--- src/hw/rtl/wrcs_pkg.sv ---
// Types, constants and helpers of the recent contribution score block.
package wrcs_pkg;

  // Table geometry
  localparam int NUM_ALGORITHMS     = 4;
  localparam int NUM_CONFIGURATIONS = 8;
  localparam int HISTORY_DEPTH      = 16;
  localparam int ENTRIES            = NUM_ALGORITHMS * NUM_CONFIGURATIONS;

  // Field widths
  localparam int CMD_W   = 2;
  localparam int ALG_W   = 2;
  localparam int CONF_W  = 3;
  localparam int VAL_W   = 16;
  localparam int RND_W   = 16;
  localparam int WIN_W   = 5;
  localparam int THR_W   = 16;
  localparam int KIND_W  = 2;
  localparam int MEAN_W  = 24;
  localparam int FRAC_W  = 8;
  localparam int RUN_W   = 8;
  localparam int RUN_MAX = 255;
  localparam int TALLY_W = 2;

  // Derived widths
  localparam int ENTRY_W  = (ENTRIES > 1) ? $clog2(ENTRIES) : 1;
  localparam int POS_W    = (HISTORY_DEPTH > 1) ? $clog2(HISTORY_DEPTH) : 1;
  localparam int FILL_W   = $clog2(HISTORY_DEPTH + 1);
  localparam int HADDR_W  = (ENTRIES * HISTORY_DEPTH > 1) ? $clog2(ENTRIES * HISTORY_DEPTH) : 1;
  localparam int WSUM_MAX = HISTORY_DEPTH * (HISTORY_DEPTH + 1) / 2;
  localparam int WSUM_W   = $clog2(WSUM_MAX + 1);
  localparam int SUM_W    = VAL_W + WSUM_W;
  localparam int DIVD_W   = SUM_W + FRAC_W;
  localparam int DCNT_W   = $clog2(DIVD_W + 1);

  // Configuration port
  localparam int PADDR_W  = 3;
  localparam int PDATA_W  = 32;
  localparam logic REG_WINDOW = 1'b0;
  localparam logic REG_THRESH = 1'b1;
  localparam logic [WIN_W-1:0] WINDOW_RESET = WIN_W'(4);

  typedef enum logic [CMD_W-1:0] {
    CMD_BEGIN    = 2'd0,
    CMD_END      = 2'd1,
    CMD_RECORD   = 2'd2,
    CMD_ESTIMATE = 2'd3
  } cmd_t;

  typedef enum logic [KIND_W-1:0] {
    KIND_HUGE = 2'd0,
    KIND_TINY = 2'd1,
    KIND_ONE  = 2'd2,
    KIND_MEAN = 2'd3
  } kind_t;

  typedef enum logic [2:0] {
    ST_IDLE,
    ST_META,
    ST_SUM,
    ST_START,
    ST_DIV,
    ST_EMIT
  } state_t;

  typedef struct packed {
    logic [RUN_W-1:0]  running;
    logic [FILL_W-1:0] fill;
    logic [POS_W-1:0]  wptr;
  } meta_t;

  typedef struct packed {
    logic [WIN_W-1:0] window_length;
    logic [THR_W-1:0] random_threshold;
  } cfg_t;

  typedef struct packed {
    logic              start;
    logic [DIVD_W-1:0] dividend;
    logic [WSUM_W-1:0] divisor;
  } div_req_t;

  typedef struct packed {
    logic              done;
    logic [MEAN_W-1:0] quotient;
  } div_rsp_t;

  typedef struct packed {
    kind_t             kind;
    logic [MEAN_W-1:0] mean;
  } res_t;

  // Advance a ring position with wrap at the history depth.
  function automatic logic [POS_W-1:0] next_pos(input logic [POS_W-1:0] p);
    if (int'(p) >= HISTORY_DEPTH - 1) begin
      return '0;
    end
    return p + POS_W'(1);
  endfunction

  // Flat history address of one ring slot of one entry.
  function automatic logic [HADDR_W-1:0] hist_addr(input logic [ENTRY_W-1:0] e,
                                                   input logic [POS_W-1:0] p);
    return HADDR_W'(int'(e) * HISTORY_DEPTH + int'(p));
  endfunction

endpackage

--- src/hw/rtl/wrcs_cfg.sv ---
// APB register file holding the window length and the random threshold.
module wrcs_cfg (
  input  logic                         clk,
  input  logic                         rst_n,
  input  logic                         psel,
  input  logic                         penable,
  input  logic                         pwrite,
  input  logic [wrcs_pkg::PADDR_W-1:0] paddr,
  input  logic [wrcs_pkg::PDATA_W-1:0] pwdata,
  output logic [wrcs_pkg::PDATA_W-1:0] prdata,
  output logic                         pready,
  output wrcs_pkg::cfg_t               cfg
);

  logic [wrcs_pkg::WIN_W-1:0] window_r;
  logic [wrcs_pkg::THR_W-1:0] thresh_r;
  logic                       wr_en;

  // Complete a write in the access phase
  assign wr_en  = psel && penable && pwrite;
  assign pready = 1'b1;

  // Hold the register values
  always_ff @(posedge clk) begin
    if (!rst_n) begin
      window_r <= wrcs_pkg::WINDOW_RESET;
      thresh_r <= '0;
    end else if (wr_en) begin
      if (paddr[2] == wrcs_pkg::REG_WINDOW) begin
        window_r <= pwdata[wrcs_pkg::WIN_W-1:0];
      end else begin
        thresh_r <= pwdata[wrcs_pkg::THR_W-1:0];
      end
    end
  end

  // Return the addressed register
  always_comb begin
    if (paddr[2] == wrcs_pkg::REG_WINDOW) begin
      prdata = wrcs_pkg::PDATA_W'(window_r);
    end else begin
      prdata = wrcs_pkg::PDATA_W'(thresh_r);
    end
  end

  assign cfg.window_length    = window_r;
  assign cfg.random_threshold = thresh_r;

endmodule

--- config.mk ---
export PLATFORM = sky130hd
export DESIGN_NAME = wrcs_cfg
export DESIGN_NICKNAME = d
export VERILOG_FILES = /design/src/hw/rtl/wrcs_pkg.sv /design/src/hw/rtl/wrcs_cfg.sv
export SDC_FILE = /design/constraint.sdc
export NUM_CORES = 1
export LEC_CHECK = 0
export BUFFER_PORTS_ARGS = -buffer_cell sky130_fd_sc_hd__clkbuf_2
export CAP_MARGIN = 25
export CELL_PAD_IN_SITES_DETAIL_PLACEMENT = 0
export CELL_PAD_IN_SITES_GLOBAL_PLACEMENT = 1
export CORE_MARGIN = 2
export CORE_UTILIZATION = 28
export CTS_CLUSTER_DIAMETER = 50
export CTS_CLUSTER_SIZE = 28
export DETAILED_ROUTE_END_ITERATION = 8
export PLACE_DENSITY = 0.85
export RECOVER_POWER = 50
export SLEW_MARGIN = 20
export SYNTH_ARGS = -nofsm -noshare
export SYNTH_HDL_FRONTEND = slang
export SYNTH_SLANG_ARGS = --single-unit
--- constraint.sdc ---
create_clock -name clk -period 2.8 [get_ports clk]
set_input_delay 0.7 -clock clk [delete_from_list [all_inputs] [get_ports clk]]
set_output_delay 0.7 -clock clk [all_outputs]
set_load 0.01 [all_outputs]
[Word-level counts from Yosys, hierarchy flattened]
Cells that the tools add are included.
Cells by class
  mux-type cells: 1
  bitwise logic cells: 1
  reductions and logical operators: 4
Operators by type and width (count)
  two-way mux 16 bit: 1
  AND reduction 2 bit: 2
  logical AND 1 bit: 2
  NOT 1 bit: 1
Word-level totals
  bits in registers: 21
  input bits: 40
  output and inout bits: 54
  logic and storage cells: 8

[Longest topological paths before layout]
Gate-level depths: netlist of the first run.
  word-level depth: 3
  mapped depth: 5
  mapped depth without buffers: 2

[Worst setup path after synthesis of the first run]
No wires, ideal clock.
  kind: input-to-output
  start point: input paddr[2] (netlist name)
  end point: output prdata[10] (netlist name)
  data arrival time: 1184 ps
  required time: 2100 ps
  path slack: 916 ps
  cell stages on the path: 3
  path buffers: 2
  cell sequence: buf_6 > clkbuf_1 > and2_1
Between the ends
  cells in the longest elaborated chain, start to end: 1
RTL lines
  start, declared: RTL line wrcs_cfg.sv:8  | input logic [wrcs_pkg::PADDR_W-1:0] paddr,
  two-way mux 16 bit: RTL line wrcs_cfg.sv:39  | if (paddr[2] == wrcs_pkg::REG_WINDOW) begin
  end, declared: RTL line wrcs_cfg.sv:10  | output logic [wrcs_pkg::PDATA_W-1:0] prdata,
No other way between the ends.

[Worst setup path after layout of the first run]
  start point: input paddr[2] (netlist name)
  end point: output prdata[4] (netlist name)
Same word-level chain as after synthesis.

==> metrics, run 1 <==
Starting Density 0.2870; Static Leak 0.0006446 uW; core area 3971 um2; clk_lat worst skew 0.26 ns; vias in the first global route 726; vias per cell 4.000; crit path DAT roughly 1.5 ns; Final Wtd Congestion 0.6458; CTS Hold Bufs 0; share of layout cells above drive strength 1 0.2712; Top Usage Layer GRT met2; CTS root buffer clkbuf_8; drt wl/cell 10.18 um; PD cells 427.3 nW/um2; Post-DP Area 1348 um2; post-cts repair resize count 0; combinational share of power 0.129; crit path cell chain clkbuf_2 -> mux2_2 -> clkbuf_2; most area-hungry cell type in the Yosys netlist dfxtp_1; # H-tree levels 1; clock buffer depth 2; Fin Setup TNS 0 ns; cell area after synthesis 1140 um2; initial antenna violation count 0; postcts setup bufs 0; Mapped Cells approximately 130; sw frac 0.2576; share of total power in sequential cells 0.530; Boundary Pins 94; synth-to-layout area growth 19.87%; sequential-to-total area share from yosys stat 0.3688; worst hold path type flip-flop to flip-flop; Worst-path clk slew 0.07 ns; fin. max-slew vios 39; global routing usage on met1 0.1219; first-pass GRT wire length 3318 um; CP Launch Type input port; global route overflow 0; cell family with most CP delay buffers and inverters; post-route minimum period 2.192 ns; failing checks max-capacitance violations, max-slew violations; Critical Path RT between 2 and 2.5 ns; via count 908; status complete, but fails checks; setup violators final 0; TritonCTS clock tree yes; MaxCap Viol Count 1; hold path start thresh_r[5]; ANT cells 0; most area-consuming cells after synthesis dfxtp_1, mux2i_1, buf_4, nand2_1, and2_1; row count 23; Worst slew margin -0.02192; die area 4598 um2; Worst Skew 0 ns; crit share post-route 0.7827; switching power between 150 and 200 uW; worst slew pin tran approximately 1.5 ns; post-synthesis cell type count 14; Final Hold Viols 0; CP peak stage delay 0.38 ns; GR Util All Layers 0.09588; Routed Wire Length 2310 um; nets 218; Die Wd 67.81 um; flops & latches, synth 21; Synth top area share 0.3688; height of the chip 67.81 um; Worst VDD drop 0.1484 mV; slowest CP cell mux2_2; drt first pass iters 4; DPL Wire Length 1706 um; Ys Warns 0; CP Class input port to primary output; Critical Path Fanout Max 18; internal power 433.4 uW; Mapped Avg Cell Area approximately 9.1 um2; crit path buf inv count 2; endpoint class of the critical path primary output; grt met3 use 0.01667; cell area after layout between 1000 and 1500 um2; CTS Buf Count 3; met2 GRT Util 0.1532; Clk pwr share 0.341; largest net degree at the start of global routing 39; reg2reg start thresh_r[14]; crit path launch paddr[2]; flop2flop setup slack 2.15 ns; Final ANT Viol Nets 0; # port buffers 58; RSZ-0062 raised after global routing false; DR DRC count 0; # clock sinks 21; most frequent CP cell clkbuf_2; FMAX 456.3 MHz; First DRT Iteration DRCs 27
routing by layer:
metal  vias to the layer above  share of wire
met3                         2          0.056
li1                        467              -
met5                         -              0
met2                        35           0.47
met1                       404           0.47
met4                         0          0.011
path summary, 6_finish.rpt:
| check | endpoint | cells past startpoint |
|---|---|---|
| min | thresh_r[5] | 2 |
| max | prdata[4] | 3 |
| max reg2reg | thresh_r[14] | 2 |
| min reg2reg | thresh_r[5] | 2 |
cell type report:
type	instances	area, um2
Multi-Input combinational cell	94	574.3
Sequential cell	21	420.4
Clock buffer	3	41.29
Timing Repair Buffer	58	262.8
Clock inverter	1	5.005
Tap cell	50	62.56
Fill cell	435	2605
through the flow:
step           worst slack (ns)  utilization  instances  hold slack [ns]  total power (uW)
6_report                 0.6083       0.3440        227           0.4712             583.8
5_1_grt                  0.5324       0.3440        227           0.4958             615.6
2_1_floorplan            0.9156            -        140           0.4867             385.9
4_1_cts                  0.5727       0.3510        227           0.4759             596.1
3_5_place_dp             0.5740       0.3393        223           0.4630             394.3
3_3_place_gp             0.5817       0.3393        223           0.4535             393.1
layout by cell type, fill, tap and decap left out:
master	instances
dfxtp_1	21
nand4b_2	1
mux2i_1	21
clkinv_2	1
nor2b_1	2
conb_1	17
clkbuf_2	36
and2_1	10
nand2_1	36
and4_4	1
clkbuf_8	3
clkbuf_1	22
and2_2	1
mux2_2	5
synthesized netlist by cell type:
cell type and number:
and2_2 1, nand2_1 36, and2_1 10, nor2b_1 2, mux2_2 5, and4_4 1, buf_6 1, buf_4 18
dfxtp_1 21, nand4b_2 1, conb_1 2, buf_12 2, clkbuf_1 4, mux2i_1 21
logic make-up after synthesis:
| kind of cell | Yosys count | synth area share |
|---|---|---|
| DFF | 21 | 0.3688 |
| muxes | 26 | 0.2338 |
| and+or+nand+nor | 51 | 0.2140 |
| other | 2 | 0.006589 |
| buffers and inverters | 25 | 0.1767 |
tightest hold or removal path: stages, from the launching register on:
cell	delay [ns]
dfxtp_1	0.32
nand2_1	0.05
mux2i_1	0.05
sequential cells by signal, summed over array words and instances (netlist names):
signal / count
window_r: 5
thresh_r: 16
power by group through the flow:
stage | Clock, uW | Combinational [uW] | Sequential, uW
5_1_grt | 220 | 85.6 | 310
3_3_place_gp | 0 | 76.7 | 316
3_5_place_dp | 0 | 77.6 | 317
2_1_floorplan | 0 | 66.8 | 319
4_1_cts | 209 | 77.8 | 310
6_report | 199 | 75.2 | 310
No activity file was read; power rests on OpenSTA's default activity.
==> inputs of run 2 (changes only) <==
- ABC_AREA: default -> 1
- CORE_UTILIZATION: 28 -> 23
- PLACE_DENSITY: 0.85 -> 0.76
- clock period: 2.8 -> 2 ns (I/O delays scaled with it)
==> run 2 against run 1 <==
- the run now ends clean
- sequential power is 43% higher
- combinational power is 110% higher
- total power is 54% higher
- critical endpoint is now thresh_r[5]
- highest routed layer unchanged
==> metrics, run 2 <==
status finished, final reports clean (was complete, but fails checks); CTS Buf Count 3 (unchanged); global route overflow 0 (unchanged); vias per cell 3.778 (was 4.000); # clock sinks 21 (unchanged); Critical Path Fanout Max 35 (was 18); Top reg by flops thresh_r (unchanged); Worst slew margin 0.3814 (was -0.02192); clk_lat worst skew 0.27 ns (was 0.26 ns); worst hold path type input port to flip-flop (was flip-flop to flip-flop); Fin Setup TNS 0 ns (unchanged); reg2reg start thresh_r[0] (was thresh_r[14]); most frequent CP cell nor2_2 (was clkbuf_2); most frequent cell after synthesis nand2_1 (unchanged); most common cell after layout, fill and taps aside clkbuf_2; FILL cells 630 (was 435); Boundary Pins 94 (unchanged); CTS Hold Bufs 0 (unchanged); PD cells 581.8 nW/um2 (was 427.3 nW/um2); FF/Latch Area 420.4 um2 (unchanged); Routed Wire Length 3126 um (was 2310 um); DR DRC count 0 (unchanged); reg2reg end thresh_r[0] (was thresh_r[14]); clock buffer depth 2 (unchanged); TritonCTS clock tree yes (unchanged); setup violators final 0 (unchanged); CP peak stage delay 0.73 ns (was 0.38 ns); via count 1,190 (was 908); cell area after synthesis 1256 um2 (was 1140 um2); MaxCap Viol Count 0 (was 1); flops & latches, synth 21 (unchanged); Ys Warns 0 (unchanged); share of layout cells above drive strength 1 0.3061 (was 0.2712); row count 26 (was 23); Top Registers thresh_r x16, window_r x5 (unchanged); Worst VDD drop 0.2929 mV (was 0.1484 mV); CP Class input port to flip-flop (was input port to primary output); post-route minimum period 1.671 ns; most area-consuming cells after synthesis dfxtp_1, nand2_1, buf_4, nor2_2, inv_1 (was dfxtp_1, mux2i_1, buf_4, nand2_1, and2_1); top cells by count, synth nand2_1, inv_1, nor2_1, dfxtp_1, nand3_1 (was nand2_1, dfxtp_1, mux2i_1, buf_4, and2_1); Tot Pwr 899.0 uW (was 583.8 uW); FFs w/ async S/R, synth 0 (unchanged); sequential-to-total area share from yosys stat 0.3347 (was 0.3688); Die Wd 77.91 um (was 67.81 um); post-cts repair resize count 0 (unchanged); Final Hold Viols 0 (unchanged); initial antenna violation count 0 (unchanged); # H-tree levels 1 (unchanged); Final ANT Viol Nets 0 (unchanged); Static Leak 0.0008935 uW (was 0.0006446 uW); crit path DAT 1.87 ns (was 1.49 ns); fin. max-slew vios 0 (was 39); # port buffers 58 (unchanged); post-synthesis cell type count 17 (was 14); crit share post-route 0.8354; CP Launch Type input port (unchanged); Final Wtd Congestion 0.6501 (was 0.6458); synth-to-layout area growth 23.01% (was 19.87%); Main synth FF type dfxtp_1 (unchanged); Post-synth EDFFs 0 (unchanged); Mapped Avg Cell Area 6.543 um2 (was 9.119 um2); height of the chip 77.91 um (was 67.81 um); number of flip-flops in the largest register 16 (unchanged); largest net degree at the start of global routing 36 (was 39); FMAX 598.5 MHz; most area-hungry cell type in the Yosys netlist dfxtp_1 (unchanged); Critical Path RT 2.20 ns (was 2.10 ns); CTS root buffer clkbuf_8 (unchanged); first-pass GRT wire length 4981 um (was 3318 um); Mapped Cells 192 (was 125); hold path start pwdata[2] (was thresh_r[5]); Starting Density 0.2413 (was 0.2870); GR Util All Layers 0.1024 (was 0.09588); slowest CP cell nor2_2 (was mux2_2); nets 286 (was 218); drt wl/cell 9.924 um (was 10.18 um); core area 5205 um2 (was 3971 um2); crit path buf inv count 3 (was 2); worst slew pin tran 0.9269 ns (was 1.533 ns); endpoint class of the critical path flip-flop (was primary output); commonest cells after routing, fill and taps aside clkbuf_2, nand2_1, inv_1, nor2_1, nand3_1 (was nand2_1, clkbuf_2, clkbuf_1, mux2i_1, dfxtp_1); drt first pass iters 4 (unchanged); ANT cells 0 (unchanged); Worst R2R Path Depth 2 (unchanged); crit path cell chain clkbuf_2 -> buf_12 -> inv_6 -> nor2_2 -> nor2_1 -> nor2_2 (was clkbuf_2 -> mux2_2 -> clkbuf_2); flop2flop setup slack 1.38 ns (was 2.15 ns); die area 6069 um2 (was 4598 um2); vias in the first global route 1,035 (was 726); DPL Wire Length 2123 um (was 1706 um); Multi-input gate area 568.0 um2 (was 574.3 um2); Worst Skew 0 ns (unchanged); Worst-path clk slew 0.09 ns (was 0.07 ns); First DRT Iteration DRCs 17 (was 27); postcts setup bufs 0 (unchanged); Hold EP window_r[2] (was thresh_r[5]); cell family with most CP delay simple AND/OR/NAND/NOR gates (was buffers and inverters); Synth top area share 0.3347 (was 0.3688); Min-Delay Path Depth 3 (was 2); RSZ-0062 raised after global routing false (unchanged)
run 2: cell types whose count changed after synthesis, sizes merged, moves of 2 or more:
cell / delta
mux2i: -21
and2: -11
clkbuf: -3
nand2: +12
nor2b: -2
nor2: +43
mux2: -5
inv: +29
buf: +4
nand3: +22
run 2: layout make-up:
cell class / count / area share
Clock buffer: 3 / 0.02672
Clock inverter: 1 / 0.004858
Inverter: 29 / 0.07368
Multi-Input combinational cell: 131 / 0.3676
Sequential cell: 21 / 0.2721
Tap cell: 70 / 0.05668
Timing Repair Buffer: 60 / 0.1984
run 2: tightest hold or removal path, delay by kind of cell:
| kind | cells | cell delay (ns) |
|---|---|---|
| AND/OR/NAND/NOR | 2 | 0.12 |
| buffers and inverters | 1 | 0.09 |
run 2: through the flow:
stage	cells	hold WS, ns	setup slack, ns	util	cell area [um2]
6_report	315	0.4680	0.3293	0.2969	1545
5_1_grt	315	0.4628	0.1458	0.2969	1545
4_1_cts	315	0.4606	0.3114	0.3036	1580
3_5_place_dp	311	0.4941	0.3190	0.2942	1531
3_3_place_gp	311	0.4906	0.3126	0.2942	1531
2_1_floorplan	207	0.5111	0.5536	-	1313
run 2: per-layer routing:
layer	part of all wire	wire length, um	GRT usage	up-vias
met2	0.48	1508	0.1750	39
li1	-	-	-	637
met1	0.45	1414	0.1290	512
met4	0.0086	27	0.02632	0
met3	0.056	175	0.02442	2
met5	0	0	0	-
run 2: worst max path at each step:
| stage | endpoint | cells past startpoint | start |
|---|---|---|---|
| global route | thresh_r[5] | 6 | paddr[2] |
| global placement | prdata[3] | 6 | paddr[2] |
| detailed placement | prdata[3] | 6 | paddr[2] |
| CTS | prdata[3] | 6 | paddr[2] |
| finish | thresh_r[5] | 6 | paddr[2] |
| floorplan | prdata[3] | 4 | paddr[2] |
run 2: cells by family (layout without fill, tap and decap cells):
kind of cell / Yosys count / in the layout / share of synthesized area
compound gates: 1 / 1 / 0.003980
buf+inv: 55 / 93 / 0.2390
simple gates: 113 / 113 / 0.4163
flops: 21 / 21 / 0.3347
other cells: 2 / 17 / 0.005978
run 2: power by group:
part | leakage [uW] | switching, uW | total [uW] | internal (uW)
combinational | 0.000701 | 103 | 161 | 58.6
sequential | 0.000171 | 11.8 | 444 | 433
clock | 0.0000217 | 152 | 293 | 141
==> inputs of run 3 (changes only) <==
- ABC_AREA: 1 -> 0
- PLACE_DENSITY: 0.76 -> 0.75
- clock period: 2 -> 1.4 ns (I/O delays scaled with it)
==> run 3 against run 2 <==
- cell count decreased by 22%
- total power is 32% higher
- worst setup slack worse by 0.30 ns
- clock-buffer cell count is the same
- sequential cell count unchanged
- critical endpoint is now prdata[3]
- largest cell class unchanged
==> metrics, run 3 (synthesized netlist as in run 1, its figures left out) <==
status finished, final reports clean (unchanged); ANT cells 0 (unchanged); crit path DAT 1.02 ns (was 1.87 ns); postcts setup bufs 0 (unchanged); Worst Skew 0 ns (unchanged); CP Class input port to primary output (was input port to flip-flop); global route overflow 0 (unchanged); # clock sinks 21 (unchanged); most common cell after layout, fill and taps aside clkbuf_2 (unchanged); Boundary Pins 94 (unchanged); worst hold path type input port to flip-flop (unchanged); combinational share of power 0.139 (was 0.179); CTS Hold Bufs 0 (unchanged); vias in the first global route 776 (was 1,035); First DRT Iteration DRCs 39 (was 17); GR Util All Layers 0.09035 (was 0.1024); Critical Path Fanout Max 8 (was 35); die area 5535 um2 (was 6069 um2); CTS Buf Count 3 (unchanged); Cells after DPL 243 (was 311); sw frac 0.2583 (was 0.2969); fin. max-slew vios 0 (unchanged); drt wl/cell 10.01 um (was 9.924 um); Top reg by flops thresh_r (unchanged); post-cts repair resize count 1 (was 0); first-pass GRT wire length 3691 um (was 4981 um); Top Registers thresh_r x16, window_r x5 (unchanged); clk_lat worst skew 0.26 ns (was 0.27 ns); crit share post-route 0.9759; vias per cell 3.753 (was 3.778); synth-to-layout area growth 26.78% (was 23.01%); cell area after layout 1445 um2 (was 1545 um2); Die Wd 74.40 um (was 77.91 um); share of layout cells above drive strength 1 0.3722 (was 0.3061); Final Hold Viols 0 (unchanged); MaxCap Viol Count 0 (unchanged); commonest cells after routing, fill and taps aside clkbuf_2, nand2_1, mux2i_1, dfxtp_1, conb_1 (was clkbuf_2, nand2_1, inv_1, nor2_1, nand3_1); Tot Pwr 1185 uW (was 899.0 uW); PD cells 820.1 nW/um2 (was 581.8 nW/um2); initial antenna violation count 0 (unchanged); internal power 879.0 uW (was 632.0 uW); row count 25 (was 26); Static Leak 0.0007176 uW (was 0.0008935 uW); core area 4755 um2 (was 5205 um2); CP Launch Type input port (unchanged); CTS root buffer clkbuf_8 (unchanged); Clk pwr share 0.338 (was 0.326); RSZ-0062 raised after global routing true (was false); fin cells 247 (was 315); TritonCTS clock tree yes (unchanged); Worst VDD drop 0.2916 mV (was 0.2929 mV); switching power 306.1 uW (was 266.9 uW); DR DRC count 0 (unchanged); # port buffers 58 (unchanged); largest net degree at the start of global routing 20 (was 36); share of total power in sequential cells 0.522 (was 0.494); FILL cells 550 (was 630); nets 221 (was 286); via count 927 (was 1,190); FMAX around 730 MHz; setup violators final 0 (unchanged); height of the chip 74.40 um (was 77.91 um); Starting Density 0.2397 (was 0.2413); clock buffer depth 2 (unchanged); Post-DP Area 1404 um2 (was 1531 um2); Worst-path clk slew 0.08 ns (was 0.09 ns); # H-tree levels 1 (unchanged); number of flip-flops in the largest register 16 (unchanged); DPL Wire Length 1895 um (was 2123 um); Critical Path RT 1.05 ns (was 2.20 ns); Final ANT Viol Nets 0 (unchanged); drt first pass iters 4 (unchanged); endpoint class of the critical path primary output (was flip-flop); Routed Wire Length 2472 um (was 3126 um); Final Wtd Congestion 0.6473 (was 0.6501); post-route minimum period between 1 and 1.5 ns
## run 3: cell count changes in the layout (fill, tap and decap cells not counted), moves of 2 or more
cell	before	now
nor2_1	24	0
nor2_2	19	0
nand2_1	48	36
mux2_2	0	5
and2_1	0	10
clkbuf_1	9	6
clkbuf_2	49	51
inv_1	28	0
mux2i_1	0	21
nor2b_1	0	2
nand3_1	22	0
## run 3: metal layers
layer / share of wire / vias up / global-route usage
met4: 0.014 / 0 / 0.05357
li1: - / 476 / -
met2: 0.44 / 41 / 0.1298
met1: 0.48 / 408 / 0.1255
met3: 0.067 / 2 / 0.01626
met5: 0 / - / 0
## run 3: power by group through the flow
stage / sequential, uW / combinational, uW / clock (uW)
final: 619 / 165 / 401
after global routing: 621 / 185 / 449
after CTS: 619 / 169 / 423
after detailed placement: 634 / 168 / 0
after global placement: 633 / 167 / 0
after floorplan: 638 / 134 / 0
## run 3: area by class of cell
class / count / area, um2 / area share
Timing Repair Buffer: 61 / 320.3 / 0.2216
Multi-Input combinational cell: 94 / 574.3 / 0.3974
Tap cell: 67 / 83.83 / 0.05801
Sequential cell: 21 / 420.4 / 0.2909
Clock buffer: 3 / 41.29 / 0.02857
Clock inverter: 1 / 5.005 / 0.003463
## run 3: final timing paths
check | from | to | slack [ns] | depth (start not counted)
setup / recovery | paddr[2] | prdata[3] | 0.03 | 3
hold / removal | pwdata[13] | thresh_r[13] | 0.31 | 3
setup reg to reg | window_r[2] | window_r[2] | 0.77 | 2
hold reg to reg | thresh_r[11] | thresh_r[11] | 0.47 | 2
## run 3: through the flow
step	setup WS (ns)	hold WS, ns	TNS, ns	util
floorplan	0.2156	0.4867	0	-
global placement	-0.02038	0.4537	-0.02595	0.2953
detailed placement	-0.02460	0.4612	-0.09458	0.2953
CTS	0.02302	0.3028	0	0.3055
global route	-0.004262	0.3178	-0.004262	0.3039
finish	0.03380	0.3105	0	0.3039
## run 3: worst max-delay path, cell delays in order
cell	delay [ns]
clkbuf_4	0.18
mux2_2	0.35
clkbuf_2	0.13
