==> src/hw/rtl/wrcs_pkg.sv <==
// Types, constants and helpers of the recent contribution score block.
package wrcs_pkg;

  // Table geometry
  localparam int NUM_ALGORITHMS     = 4;
  localparam int NUM_CONFIGURATIONS = 8;
  localparam int HISTORY_DEPTH      = 16;
  localparam int ENTRIES            = NUM_ALGORITHMS * NUM_CONFIGURATIONS;

  // Field widths
  localparam int CMD_W   = 2;
  localparam int ALG_W   = 2;
  localparam int CONF_W  = 3;
  localparam int VAL_W   = 16;
  localparam int RND_W   = 16;
  localparam int WIN_W   = 5;
  localparam int THR_W   = 16;
  localparam int KIND_W  = 2;
  localparam int MEAN_W  = 24;
  localparam int FRAC_W  = 8;
  localparam int RUN_W   = 8;
  localparam int RUN_MAX = 255;
  localparam int TALLY_W = 2;

  // Derived widths
  localparam int ENTRY_W  = (ENTRIES > 1) ? $clog2(ENTRIES) : 1;
  localparam int POS_W    = (HISTORY_DEPTH > 1) ? $clog2(HISTORY_DEPTH) : 1;
  localparam int FILL_W   = $clog2(HISTORY_DEPTH + 1);
  localparam int HADDR_W  = (ENTRIES * HISTORY_DEPTH > 1) ? $clog2(ENTRIES * HISTORY_DEPTH) : 1;
  localparam int WSUM_MAX = HISTORY_DEPTH * (HISTORY_DEPTH + 1) / 2;
  localparam int WSUM_W   = $clog2(WSUM_MAX + 1);
  localparam int SUM_W    = VAL_W + WSUM_W;
  localparam int DIVD_W   = SUM_W + FRAC_W;
  localparam int DCNT_W   = $clog2(DIVD_W + 1);

  // Configuration port
  localparam int PADDR_W  = 3;
  localparam int PDATA_W  = 32;
  localparam logic REG_WINDOW = 1'b0;
  localparam logic REG_THRESH = 1'b1;
  localparam logic [WIN_W-1:0] WINDOW_RESET = WIN_W'(4);

  typedef enum logic [CMD_W-1:0] {
    CMD_BEGIN    = 2'd0,
    CMD_END      = 2'd1,
    CMD_RECORD   = 2'd2,
    CMD_ESTIMATE = 2'd3
  } cmd_t;

  typedef enum logic [KIND_W-1:0] {
    KIND_HUGE = 2'd0,
    KIND_TINY = 2'd1,
    KIND_ONE  = 2'd2,
    KIND_MEAN = 2'd3
  } kind_t;

  typedef enum logic [2:0] {
    ST_IDLE,
    ST_META,
    ST_SUM,
    ST_START,
    ST_DIV,
    ST_EMIT
  } state_t;

  typedef struct packed {
    logic [RUN_W-1:0]  running;
    logic [FILL_W-1:0] fill;
    logic [POS_W-1:0]  wptr;
  } meta_t;

  typedef struct packed {
    logic [WIN_W-1:0] window_length;
    logic [THR_W-1:0] random_threshold;
  } cfg_t;

  typedef struct packed {
    logic              start;
    logic [DIVD_W-1:0] dividend;
    logic [WSUM_W-1:0] divisor;
  } div_req_t;

  typedef struct packed {
    logic              done;
    logic [MEAN_W-1:0] quotient;
  } div_rsp_t;

  typedef struct packed {
    kind_t             kind;
    logic [MEAN_W-1:0] mean;
  } res_t;

  // Advance a ring position with wrap at the history depth.
  function automatic logic [POS_W-1:0] next_pos(input logic [POS_W-1:0] p);
    if (int'(p) >= HISTORY_DEPTH - 1) begin
      return '0;
    end
    return p + POS_W'(1);
  endfunction

  // Flat history address of one ring slot of one entry.
  function automatic logic [HADDR_W-1:0] hist_addr(input logic [ENTRY_W-1:0] e,
                                                   input logic [POS_W-1:0] p);
    return HADDR_W'(int'(e) * HISTORY_DEPTH + int'(p));
  endfunction

endpackage

==> src/hw/rtl/wrcs_div.sv <==
// Restoring divider, one quotient bit per cycle, for the weighted mean.
module wrcs_div (
  input  logic               clk,
  input  logic               rst_n,
  input  wrcs_pkg::div_req_t req,
  output wrcs_pkg::div_rsp_t rsp
);

  logic                          busy_r;
  logic                          done_r;
  logic [wrcs_pkg::DCNT_W-1:0]   cnt_r;
  logic [wrcs_pkg::DIVD_W-1:0]   quo_r;
  logic [wrcs_pkg::WSUM_W-1:0]   rem_r;
  logic [wrcs_pkg::WSUM_W-1:0]   dsr_r;
  logic [wrcs_pkg::WSUM_W:0]     trial;
  logic                          fits;

  // Shift in the next dividend bit and try the subtraction
  assign trial = {rem_r, quo_r[wrcs_pkg::DIVD_W-1]};
  assign fits  = trial >= {1'b0, dsr_r};

  // Sequence the iterations
  always_ff @(posedge clk) begin
    if (!rst_n) begin
      busy_r <= 1'b0;
      done_r <= 1'b0;
      cnt_r  <= '0;
    end else begin
      done_r <= busy_r && (cnt_r == wrcs_pkg::DCNT_W'(1));
      if (req.start) begin
        busy_r <= 1'b1;
        cnt_r  <= wrcs_pkg::DCNT_W'(wrcs_pkg::DIVD_W);
      end else if (busy_r) begin
        cnt_r <= cnt_r - wrcs_pkg::DCNT_W'(1);
        if (cnt_r == wrcs_pkg::DCNT_W'(1)) begin
          busy_r <= 1'b0;
        end
      end
    end
  end

  // Advance remainder and quotient
  always_ff @(posedge clk) begin
    if (req.start) begin
      quo_r <= req.dividend;
      rem_r <= '0;
      dsr_r <= req.divisor;
    end else if (busy_r) begin
      quo_r <= {quo_r[wrcs_pkg::DIVD_W-2:0], fits};
      if (fits) begin
        rem_r <= wrcs_pkg::WSUM_W'(trial - {1'b0, dsr_r});
      end else begin
        rem_r <= trial[wrcs_pkg::WSUM_W-1:0];
      end
    end
  end

  assign rsp.done     = done_r;
  assign rsp.quotient = quo_r[wrcs_pkg::MEAN_W-1:0];

endmodule

==> config.mk <==
export PLATFORM = sky130hd
export DESIGN_NAME = wrcs_div
export DESIGN_NICKNAME = d
export VERILOG_FILES = /design/src/hw/rtl/wrcs_pkg.sv /design/src/hw/rtl/wrcs_div.sv
export SDC_FILE = /design/constraint.sdc
export NUM_CORES = 1
export LEC_CHECK = 0
export BUFFER_PORTS_ARGS = -buffer_cell sky130_fd_sc_hd__buf_2
export CAP_MARGIN = 10
export CELL_PAD_IN_SITES_DETAIL_PLACEMENT = 0
export CELL_PAD_IN_SITES_GLOBAL_PLACEMENT = 1
export CORE_MARGIN = 1
export CORE_UTILIZATION = 35
export DETAILED_ROUTE_END_ITERATION = 10
export MAX_ROUTING_LAYER = met4
export PLACE_DENSITY_LB_ADDON = 0.08
export SKIP_LAST_GASP = 1
export SLEW_MARGIN = 20
export SYNTH_ARGS = -nofsm -noshare
export SYNTH_HDL_FRONTEND = slang
export SYNTH_SLANG_ARGS = --single-unit
==> constraint.sdc <==
create_clock -name clk -period 2.3 [get_ports clk]
set_clock_uncertainty 0.15 [all_clocks]
set_input_delay 0.115 -clock clk [delete_from_list [all_inputs] [get_ports clk]]
set_output_delay 0.115 -clock clk [all_outputs]
set_load 0.02 [all_outputs]
======== Word level (Yosys, flattened, before mapping) ========
Cells that the tools add are included.
storage, ports and cells
  input port bits ......................... 43
  output and inout port bits .............. 25
  register bits ........................... 56
cells by class
  $add $sub $neg .......................... 2
  magnitude comparators ................... 1
  bitwise gates (word level) .............. 1
  reduce and logical (&&, ||, !) cells .... 3
  multiplexer cells ....................... 8
  equality and inequality tests ........... 1
operator list
  kind                                                                number
  32-bit 2-to-1 mux                                                   2
  6-bit 2-to-1 mux                                                    2
  9-bit by 8-bit greater-or-equal comparator with 1-bit output        1
  8-bit 2-to-1 mux                                                    1
  8-bit subtractor                                                    1
  6-bit by 1-bit == test with 1-bit output, second input constant     1
  6-bit by 1-bit subtractor with 6-bit output, second input constant  1
  1-bit 2-to-1 mux                                                    3
  2-bit nonzero test                                                  1
  2-bit OR reduction                                                  1
  1-bit logical AND                                                   1
  1-bit inverter                                                      1

======== Longest topological paths before layout ========
Gate-level depths: netlist of run 1.
  depth in word-level cells ............... 4
  mapped depth ............................ 8
  depth with buffers taken out ............ 8

======== Least setup slack after synthesis of run 1 ========
No wires, ideal clock.
  kind .................................... flip-flop to flip-flop
  start point ............................. reg dsr_r[0] (netlist name)
  end point ............................... reg rem_r[6] (netlist name)
  period minus slack after synthesis ...... 2.096 ns
  cell stages (with the launch flop) ...... 8
  required time ........................... 2.059 ns
  setup slack ............................. 0.204 ns
  buffers on the path ..................... 0
  setup time .............................. 0.091 ns
  arrival ................................. 1.855 ns
  cells stage by stage .................... edfxtp_1 ha_1 fa_1 or2b_1 a21oi_1 mux2i_1 o22ai_1 a311oi_1
between the ends
  word-level cells in the longest chain between the ends .. 2
ends and longest elaborated chain
  what                                                                                              line                            RTL
  start, declared                                                                                   wrcs_div.sv:14                  logic [wrcs_pkg::WSUM_W-1:0] dsr_r;
  start signal, assigned                                                                            wrcs_div.sv:47                  dsr_r <= req.divisor;
  8-bit subtractor or 9-bit by 8-bit greater-or-equal comparator with 1-bit output (tied branches)  wrcs_div.sv:51, wrcs_div.sv:20
  8-bit 2-to-1 mux *                                                                                wrcs_div.sv:50                  if (fits) begin
  end signal, assigned                                                                              wrcs_div.sv:51                  rem_r <= wrcs_pkg::WSUM_W'(trial - {1'b0, dsr_r});
  end signal, assigned                                                                              wrcs_div.sv:53                  rem_r <= trial[wrcs_pkg::WSUM_W-1:0];
  end, declared                                                                                     wrcs_div.sv:13                  logic [wrcs_pkg::WSUM_W-1:0] rem_r;
Mark *: on every way between the ends. The rest lies on a longest branch, timed or not.
A chain may end at the register's enable or synchronous reset.

======== Final worst setup path of run 1 ========
Same ends and word-level chain as after synthesis.

==> impl_metrics.yaml, run 1 <==
timing:
  hold_viol: 0
  fin_crit_ps: 2150
  fmax_ghz: 0.464
  setup_tns_ps: 0
  rsz0062_at_grt: "no"
  setup_viol: 0
  fin_crit_sh_pct: 93.6
  holdWs_ps: 116
  slew_violations: 0
  worst_pin_slew_ps: 770
  max-slew-margin-rel_pct: 48.6
final_layout:
  area_growth_pct: 26.8
  n_antenna_cell: 0
  layout.nets: 384
  drive_gt1_share_pct: 37.8
critical_path:
  cp-end-kind: "flop"
  critPathMaxFanout: 2
  criticalPathCategory: "reg2reg"
  critical-path-max-stage-delay_ps: 390
  startpoint: "dsr_r[0]"
  critical_path_required_ps: 2380
  r2r_cells: 7
  endpoint: "rem_r[6]"
  crit_chain: "ha_2 -> fa_2 -> or2b_1 -> a21oi_2 -> mux2i_1 -> o22ai_1 -> a311oi_1"
  critPathLaunchType: "flop"
  cp.arrival_ps: 2240
  rr_startpoint: "dsr_r[0]"
  r2r_end: "rem_r[6]"
  cpMaxStageDelayCell: "edfxtp_1"
  r2r_slack_ps: 150
clock_network:
  clkLatencyLatePin_ps: 310
  path_clk_slew_ps: 110
  cts_buffers: 5
  cts_setup_buffers: 0
  htree_levels: 2
  clkSinkCount: 56
  cts_tree: "done"
  clock_path_buffers: 2
  cts-root-buf: "clkbuf_8"
placement:
  gp_congestion: 0.756
  io_buffers: 67
  hpwlAfterDp_um: 3850
logic_synthesis:
  yosysTopAreaCellShare_pct: 40.7
  synth-edff-count: 40
  synth_cell_type_count: 50
  yosys_warnings: 0
  netlist_instances: 243
  synth_area_um2: 2950
  seq_area_frac_synth_pct: 51.5
  postSynthRegisterBits: 56
  ys.flop_type: "edfxtp_1"
  synth_top_cell_by_area: "edfxtp_1"
  synth_nets: 297
  ys_top_cells_by_area: "edfxtp_1, mux2_2, dfxtp_1"
  synthArstFlopShare_pct: 0
  syn_area_per_cell_um2: 12.2
drt:
  highest-signal-layer: "met4"
  postRouteAntennaNets: 0
  routedLengthMet1_um: 2870
  routedWlPerCell_um: 13.5
  wl_met3_um: 256
  met2_length_um: 2690
  drc_errors: 0
  viasPerCell: 4.71
  drt_first_pass_iters: 5
  drtIter0Drc: 65
  vias: 2054
  wl_um: 5880
die:
  die_area_um2: 8810
  ios: 68
  die_h_um: 93.9
  initial_core_util_pct: 36.1
  num_rows: 33
  core-area_um2: 8180
  die_w_um: 93.9
min_path:
  hp-start: "req[40]"
  worstHoldPathType: "in2reg"
  hold_depth: 3
grt:
  antenna_found_initial: 0
  grt_pass1_wl_um: 9870
  gr-total-overflow: 0
  grt_max_degree: 38
  grtUsageTotal_pct: 14.8
  grt_pass1_vias: 2039
power_and_ir_drop:
  ir_drop_v: 0.000237
  leakage_nw: 1.52
  p_per_area_nw_per_um2: 643
run:
  maxCapViolCount: 0
status:
  status: "finished clean"
==> synth_stat cells (2+ instances only) <==
| library cell | number |
|---|---|
| a211o_1 | 2 |
| a21o_1 | 2 |
| a21oi_1 | 4 |
| a311o_1 | 2 |
| a311oi_1 | 6 |
| and3_1 | 2 |
| buf_1 | 2 |
| buf_4 | 25 |
| clkbuf_1 | 5 |
| dfxtp_1 | 16 |
| edfxtp_1 | 40 |
| ha_1 | 10 |
| inv_1 | 12 |
| mux2_2 | 32 |
| nand2_1 | 10 |
| nand2_2 | 2 |
| nand2b_1 | 5 |
| nand3_1 | 7 |
| nor2_1 | 17 |
| nor2b_1 | 3 |
| nor3_1 | 2 |
| nor3b_1 | 2 |
| o211ai_1 | 2 |
| o21ai_0 | 3 |
| xnor2_1 | 4 |
| xor2_1 | 2 |
==> sequential cells by signal, summed over array words and instances (netlist names) <==
| register | flops |
|---|---|
| quo_r | 32 |
| done_r | 1 |
| cnt_r | 6 |
| busy_r | 1 |
| rem_r | 8 |
| dsr_r | 8 |
==> worst max-delay path: cells and delay by family, from the launching register on <==
family / cells / cell delay, ps
AO/OA/AOI/OAI: 3 / 540
adder cells (fa/ha/maj): 2 / 540
flip-flops: 1 / 390
multiplexers: 1 / 200
AND/OR/NAND/NOR: 1 / 260
==> cell families (layout without fill, tap and decap cells) <==
logic type	Yosys count	in the layout	synth area share, %
compound gates	34	34	9.87
simple gates	58	58	10.5
mux	33	33	12.5
buf+inv	45	133	8.94
fa+ha+maj	11	11	4.91
xor+xnor	6	6	1.78
flops	56	56	51.5
==> placed cells by master (no fill, tap or decap), types with 3 or more instances in the layout <==
| master | synthesis | routed |
|---|---|---|
| buf_2 | 1 | 67 |
| nor2_1 | 17 | 17 |
| edfxtp_1 | 40 | 40 |
| clkbuf_8 | 0 | 5 |
| dlygate4sd3_1 | 0 | 41 |
| ha_1 | 10 | 9 |
| buf_4 | 25 | 5 |
| nand2b_1 | 5 | 5 |
| mux2_2 | 32 | 32 |
| inv_1 | 12 | 12 |
| nand3_1 | 7 | 7 |
| xnor2_1 | 4 | 4 |
| o21ai_0 | 3 | 3 |
| nand2_1 | 10 | 10 |
| a21oi_1 | 4 | 3 |
| a311oi_1 | 6 | 6 |
| nor2b_1 | 3 | 3 |
| dfxtp_1 | 16 | 16 |
==> area by class of cell <==
| cell class | instances | area (µm²) |
|---|---|---|
| clock inverters | 3 | 17.5 |
| inverters | 12 | 45.0 |
| flip-flops and latches | 56 | 1520 |
| multi-input cells | 142 | 1180 |
| fillers | 773 | 4430 |
| clock buffers | 5 | 68.8 |
| repair buffers | 113 | 783 |
| well taps | 105 | 131 |
==> layer usage <==
layer / track usage, % / vias to the layer above
met5: - / -
met4: 3.85 / 0
met3: 2.83 / 6
met2: 22.9 / 55
met1: 19.8 / 955
li1: - / 1038
==> power breakdown <==
part           internal, mW  switching [mW]
Combinational         0.287           0.314
Sequential             1.19          0.0509
Clock                 0.215           0.349
==> worst min path at each step <==
stage,end,slack (ps)
finish,rem_r[3],120
global route,rem_r[6],160
CTS,rem_r[3],130
detailed placement,dsr_r[5],140
global placement,dsr_r[4],140
floorplan,dsr_r[0],60
==> repair_timing <==
item	in CTS	in global routing
endpoints found under the setup margin	0	1
hold buffers	41	0
endpoints found under the hold margin	43	0
gates resized for setup	0	3
==> stage by stage <==
stage	util [%]	total power, mW	setup slack [ps]	cells	cell area [µm²]
floorplan	-	1.70	204	243	2950
global placement	39.6	1.82	94.4	387	3240
detailed placement	39.6	1.81	60.2	387	3240
CTS	45.7	2.43	27.1	436	3740
global route	45.8	2.53	0.689	436	3740
finish	45.8	2.41	147	436	3740
(Power assumes the default switching activity.)
==> run 2: changes to the inputs <==
--- a/config.mk
+++ b/config.mk
@@ -7,7 +7,7 @@
 export LEC_CHECK = 0
 export BUFFER_PORTS_ARGS = -buffer_cell sky130_fd_sc_hd__buf_2
 export CAP_MARGIN = 10
-export CELL_PAD_IN_SITES_DETAIL_PLACEMENT = 0
+export CELL_PAD_IN_SITES_DETAIL_PLACEMENT = 1
 export CELL_PAD_IN_SITES_GLOBAL_PLACEMENT = 1
 export CORE_MARGIN = 1
 export CORE_UTILIZATION = 35
==> run 2 against run 1 <==
Net effect: combinational power is 1% higher; clock-buffer cell count did not move; setup slack got worse by 38 ps; clock power about the same; final cell count rose by 0.23%; first-iteration DRC count fell by 57%; sequential power about the same; non-clock buffer count rose by 1; via count increased by 2.7%; sequential cell count did not move; critical path type unchanged; largest cell class unchanged.
==> impl_metrics.yaml, run 2 (same netlist as run 1, synthesis figures left out) <==
grt:
  grt_pass1_vias: 2199
  grtUsageTotal_pct: 15.8
  antenna_found_initial: 0
  gr-total-overflow: 0
  grt_pass1_wl_um: 10500
  grt_max_degree: 38
power_and_ir_drop:
  p_per_area_nw_per_um2: 644
  ir_drop_v: 0.000254
  power_mw: 2.42
  leakage_nw: 1.53
drt:
  drt_first_pass_iters: 3
  vias: 2110
  wl_met3_um: 176
  postRouteAntennaNets: 0
  viasPerCell: 4.83
  routedWlPerCell_um: 14.3
  highest-signal-layer: "met4"
  drc_errors: 0
  drtIter0Drc: 28
  wl_um: 6250
  routedLengthMet1_um: 3000
  met2_length_um: 3030
critical_path:
  critical-path-max-stage-delay_ps: 350
  critPathMaxFanout: 2
  path_delay_family: "adder cells"
  r2r_cells: 8
  cp.arrival_ps: 2270
  crit_cells: 8
  criticalPathCategory: "reg2reg"
  critical_path_required_ps: 2370
  cp_num_buf_inv: 1
  critPathLaunchType: "flop"
  cp-end-kind: "flop"
  crit_chain: "inv_1 -> ha_1 -> fa_2 -> or2b_1 -> a21oi_2 -> mux2i_1 -> o22ai_1 -> a311oi_1"
  cpMaxStageDelayCell: "edfxtp_1"
clock_network:
  clkSinkCount: 56
  clkLatencyLatePin_ps: 310
  cts_tree: "done"
  clock_path_buffers: 2
  htree_levels: 2
  cts_buffers: 5
  path_clk_slew_ps: 110
  cts-root-buf: "clkbuf_8"
run:
  maxCapViolCount: 0
min_path:
  worstHoldPathType: "in2reg"
  hold_depth: 3
placement:
  placed_cells_incl_taps: 387
  gp_congestion: 0.756
  place_area_um2: 3240
  io_buffers: 67
  hpwlAfterDp_um: 4070
final_layout:
  largestRegisters: "quo_r: 32 flops, dsr_r: 8 flops, rem_r: 8 flops"
  layout.nets: 385
  largest_reg_flops: 32
  area_growth_pct: 27.1
  final_cell_mix: "buf_2, dlygate4sd3_1, edfxtp_1, mux2_2, nor2_1"
  n_antenna_cell: 0
  regMostFlops: "quo_r"
  drive_gt1_share_pct: 38.0
  mostFrequentLayoutCell: "buf_2"
  final_cell_count_no_fill: 437
  fin_area_um2: 3750
timing:
  hold_viol: 0
  slew_violations: 0
  setup_viol: 0
  fmax_ghz: 0.456
  max-slew-margin-rel_pct: 48.2
  worst_pin_slew_ps: 778
  fin_crit_sh_pct: 95.3
  setup_tns_ps: 0
  fin_crit_ps: 2190
die:
  die_w_um: 93.9
  die_area_um2: 8810
  num_rows: 33
  initial_core_util_pct: 36.1
  core-area_um2: 8180
  die_h_um: 93.9
  ios: 68
status:
  status: "finished clean"
[run 2: changes by cell type in the layout (fill, tap and decap cells not counted), sizes merged]
cell      delta
buf          +1
clkinvlp     +1
clkinv       -1
[run 2: path summary, 6_finish.rpt]
path,startpoint,to,slack (ps)
worst min-delay path,req[40],rem_r[3],120
worst max register to register,quo_r[31],rem_r[6],110
worst min register to register,cnt_r[1],cnt_r[1],360
worst max-delay path,quo_r[31],rem_r[6],110
[run 2: layout make-up]
class | instances | area [µm²]
multi-input cells | 142 | 1170
flip-flops and latches | 56 | 1520
well taps | 105 | 131
inverters | 12 | 45.0
clock inverters | 3 | 21.3
repair buffers | 114 | 791
fillers | 882 | 4420
clock buffers | 5 | 68.8
[run 2: routing by layer]
layer / GRT usage, % / up-vias
li1: - / 1038
met1: 20.9 / 1026
met2: 25.2 / 42
met5: - / -
met3: 2.43 / 4
met4: 3.85 / 0
[run 2: power by group]
group | switching [mW] | internal (mW) | leakage [nW]
combinational | 0.319 | 0.288 | 0.950
sequential | 0.0521 | 1.19 | 0.532
clock | 0.347 | 0.218 | 0.0445
total | 0.718 | 1.70 | 1.53
[run 2: per-stage QoR]
stage / setup slack (ps) / hold slack [ps] / utilization (%)
6_report: 108 / 118 / 45.9
5_1_grt: -32.4 / 135 / 45.9
4_1_cts: 20.5 / 122 / 45.7
3_5_place_dp: 72.5 / 143 / 39.6
3_3_place_gp: 94.4 / 142 / 39.6
2_1_floorplan: 204 / 63.9 / -
[run 2: worst reg2reg max path, cell delays in order (launching register included)]
cell      delay (ps)
edfxtp_1         350
inv_1             50
ha_1             210
fa_2             350
or2b_1           260
a21oi_2          180
mux2i_1          210
o22ai_1          100
a311oi_1         260
[run 2: repair_timing]
item	CTS	global route
hold endpoints to repair	43	0
resized for setup	0	2
endpoints found under the setup margin	0	1
buffers inserted	0	1
hold buffers	41	0
==> run 3: changes to the inputs <==
--- a/config.mk
+++ b/config.mk
@@ -10,7 +10,7 @@
 export CELL_PAD_IN_SITES_DETAIL_PLACEMENT = 1
 export CELL_PAD_IN_SITES_GLOBAL_PLACEMENT = 1
 export CORE_MARGIN = 1
-export CORE_UTILIZATION = 35
+export CORE_UTILIZATION = 43
 export DETAILED_ROUTE_END_ITERATION = 10
 export MAX_ROUTING_LAYER = met4
 export PLACE_DENSITY_LB_ADDON = 0.08
==> run 3 against run 2 <==
Net effect: combinational power rose by 2%; wire length rose by 0.98%; critical path depth did not move; maximum frequency rose by 1.0%; clock-buffer cell count rose by 2; clock power rose by 13%; sequential share of layout area barely moved; cell area barely moved; sequential power barely moved; final cell count fell by 6.2%.
==> impl_metrics.yaml, run 3 (same netlist as run 1, synthesis figures left out) <==
grt:
  grt_pass1_vias: 2208
  grt_max_degree: 32
  gr-total-overflow: 0
  grtUsageTotal_pct: 19.6
  grt_pass1_wl_um: 10600
  antenna_found_initial: 0
final_layout:
  mostFrequentLayoutCell: "buf_2"
  n_antenna_cell: 0
  area_growth_pct: 27.2
  largest_reg_flops: 32
  layout.nets: 386
  drive_gt1_share_pct: 37.8
  final_cell_mix: "buf_2, dlygate4sd3_1, edfxtp_1, mux2_2, nor2_1"
  largestRegisters: "quo_r: 32 flops, dsr_r: 8 flops, rem_r: 8 flops"
  regMostFlops: "quo_r"
clock_network:
  clkLatencyLatePin_ps: 310
  clock_path_buffers: 2
  path_clk_slew_ps: 90
  htree_levels: 2
  cts_buffers: 5
  cts_tree: "done"
  cts-root-buf: "clkbuf_8"
  cts_setup_buffers: 0
  clkSinkCount: 56
critical_path:
  critical_path_required_ps: 2370
  rr_startpoint: "quo_r[31]"
  cp.arrival_ps: 2240
  crit_chain: "inv_1 -> ha_2 -> fa_2 -> or2b_1 -> a21oi_2 -> mux2i_1 -> o22ai_1 -> a311oi_1"
  cp-end-kind: "flop"
  critPathMaxFanout: 2
  critical-path-max-stage-delay_ps: 340
  cpMaxStageDelayCell: "edfxtp_1"
  r2r_end: "rem_r[6]"
  r2r_slack_ps: 130
  path_delay_family: "compound AO/OA/AOI/OAI gates"
  critPathLaunchType: "flop"
  r2r_cells: 8
  criticalPathCategory: "reg2reg"
  cp_num_buf_inv: 1
power_and_ir_drop:
  pwr-share-clk_pct: 25.6
  seqPwrFrac_pct: 49.8
  leakage_nw: 1.54
  ir_drop_v: 0.000340
  comb_power_share_pct: 24.6
  p_int_mw: 1.81
  swShare_pct: 27.5
  p_sw_mw: 0.689
  p_per_area_nw_per_um2: 666
  power_mw: 2.50
die:
  die_area_um2: 7210
  die_w_um: 84.9
  core-area_um2: 6490
  die_h_um: 84.9
  initial_core_util_pct: 45.5
  num_rows: 29
  ios: 68
drt:
  routedWlPerCell_um: 15.4
  drc_errors: 0
  viasPerCell: 5.06
  drtIter0Drc: 70
  drt_first_pass_iters: 6
  postRouteAntennaNets: 0
  vias: 2073
  wl_um: 6310
timing:
  fin_crit_ps: 2170
  rsz0062_at_grt: "yes"
  holdWs_ps: 325
  setup_viol: 0
  fmax_ghz: 0.461
  worst_pin_slew_ps: 532
  slew_violations: 0
  max-slew-margin-rel_pct: 64.5
  fin_crit_sh_pct: 94.3
  setup_tns_ps: 0
  hold_viol: 0
min_path:
  worstHoldPathType: "in2reg"
  hp-start: "req[40]"
  min_to: "quo_r[26]"
  hold_depth: 2
run:
  maxCapViolCount: 0
placement:
  hpwlAfterDp_um: 4160
  io_buffers: 67
  gp_congestion: 0.754
status:
  status: "finished clean"
## run 3: worst max path at each step
stage	from	to	slack [ps]	cells past startpoint
finish	quo_r[31]	rem_r[6]	130	8
global route	quo_r[31]	rem_r[6]	-20	8
CTS	quo_r[31]	rem_r[6]	0.5	8
detailed placement	quo_r[31]	rem_r[6]	30	8
global placement	quo_r[31]	rem_r[6]	110	8
floorplan	dsr_r[0]	rem_r[6]	200	7
## run 3: metrics by stage
| stage | worst slack [ps] | std cells | utilization (%) | cell area [µm²] |
|---|---|---|---|---|
| CTS | 0.481 | 410 | 57.7 | 3750 |
| global placement | 107 | 361 | 49.8 | 3230 |
| detailed placement | 34.9 | 361 | 49.8 | 3230 |
| finish | 130 | 410 | 57.9 | 3760 |
| floorplan | 204 | 243 | - | 2950 |
| global route | -16.9 | 410 | 57.9 | 3760 |
## run 3: cell type report
| type | instances | area (µm²) |
|---|---|---|
| repair buffers | 115 | 811 |
| well taps | 77 | 96.3 |
| flip-flops and latches | 56 | 1520 |
| clock inverters | 1 | 30.0 |
| inverters | 12 | 45.0 |
| fillers | 689 | 2740 |
| multi-input cells | 142 | 1180 |
| clock buffers | 7 | 76.3 |
## run 3: layer usage
layer	up-vias	GRT usage, %	routed length, µm
met5	-	-	0
met2	39	32.7	3150
li1	1036	-	-
met4	0	4.16	60
met3	5	3.79	180
met1	993	24.9	2920
## run 3: power groups by stage
| stage | clock [mW] | sequential (mW) | combinational (mW) |
|---|---|---|---|
| 3_3_place_gp | 0 | 1.27 | 0.548 |
| 2_1_floorplan | 0 | 1.25 | 0.453 |
| 6_report | 0.640 | 1.25 | 0.617 |
| 3_5_place_dp | 0 | 1.27 | 0.556 |
| 5_1_grt | 0.698 | 1.26 | 0.677 |
| 4_1_cts | 0.657 | 1.25 | 0.614 |
## run 3: timing repair
action	CTS	global route
hold buffers	41	0
gates resized for setup	0	3
hold endpoints to repair	43	0
endpoints found under the setup margin	0	1
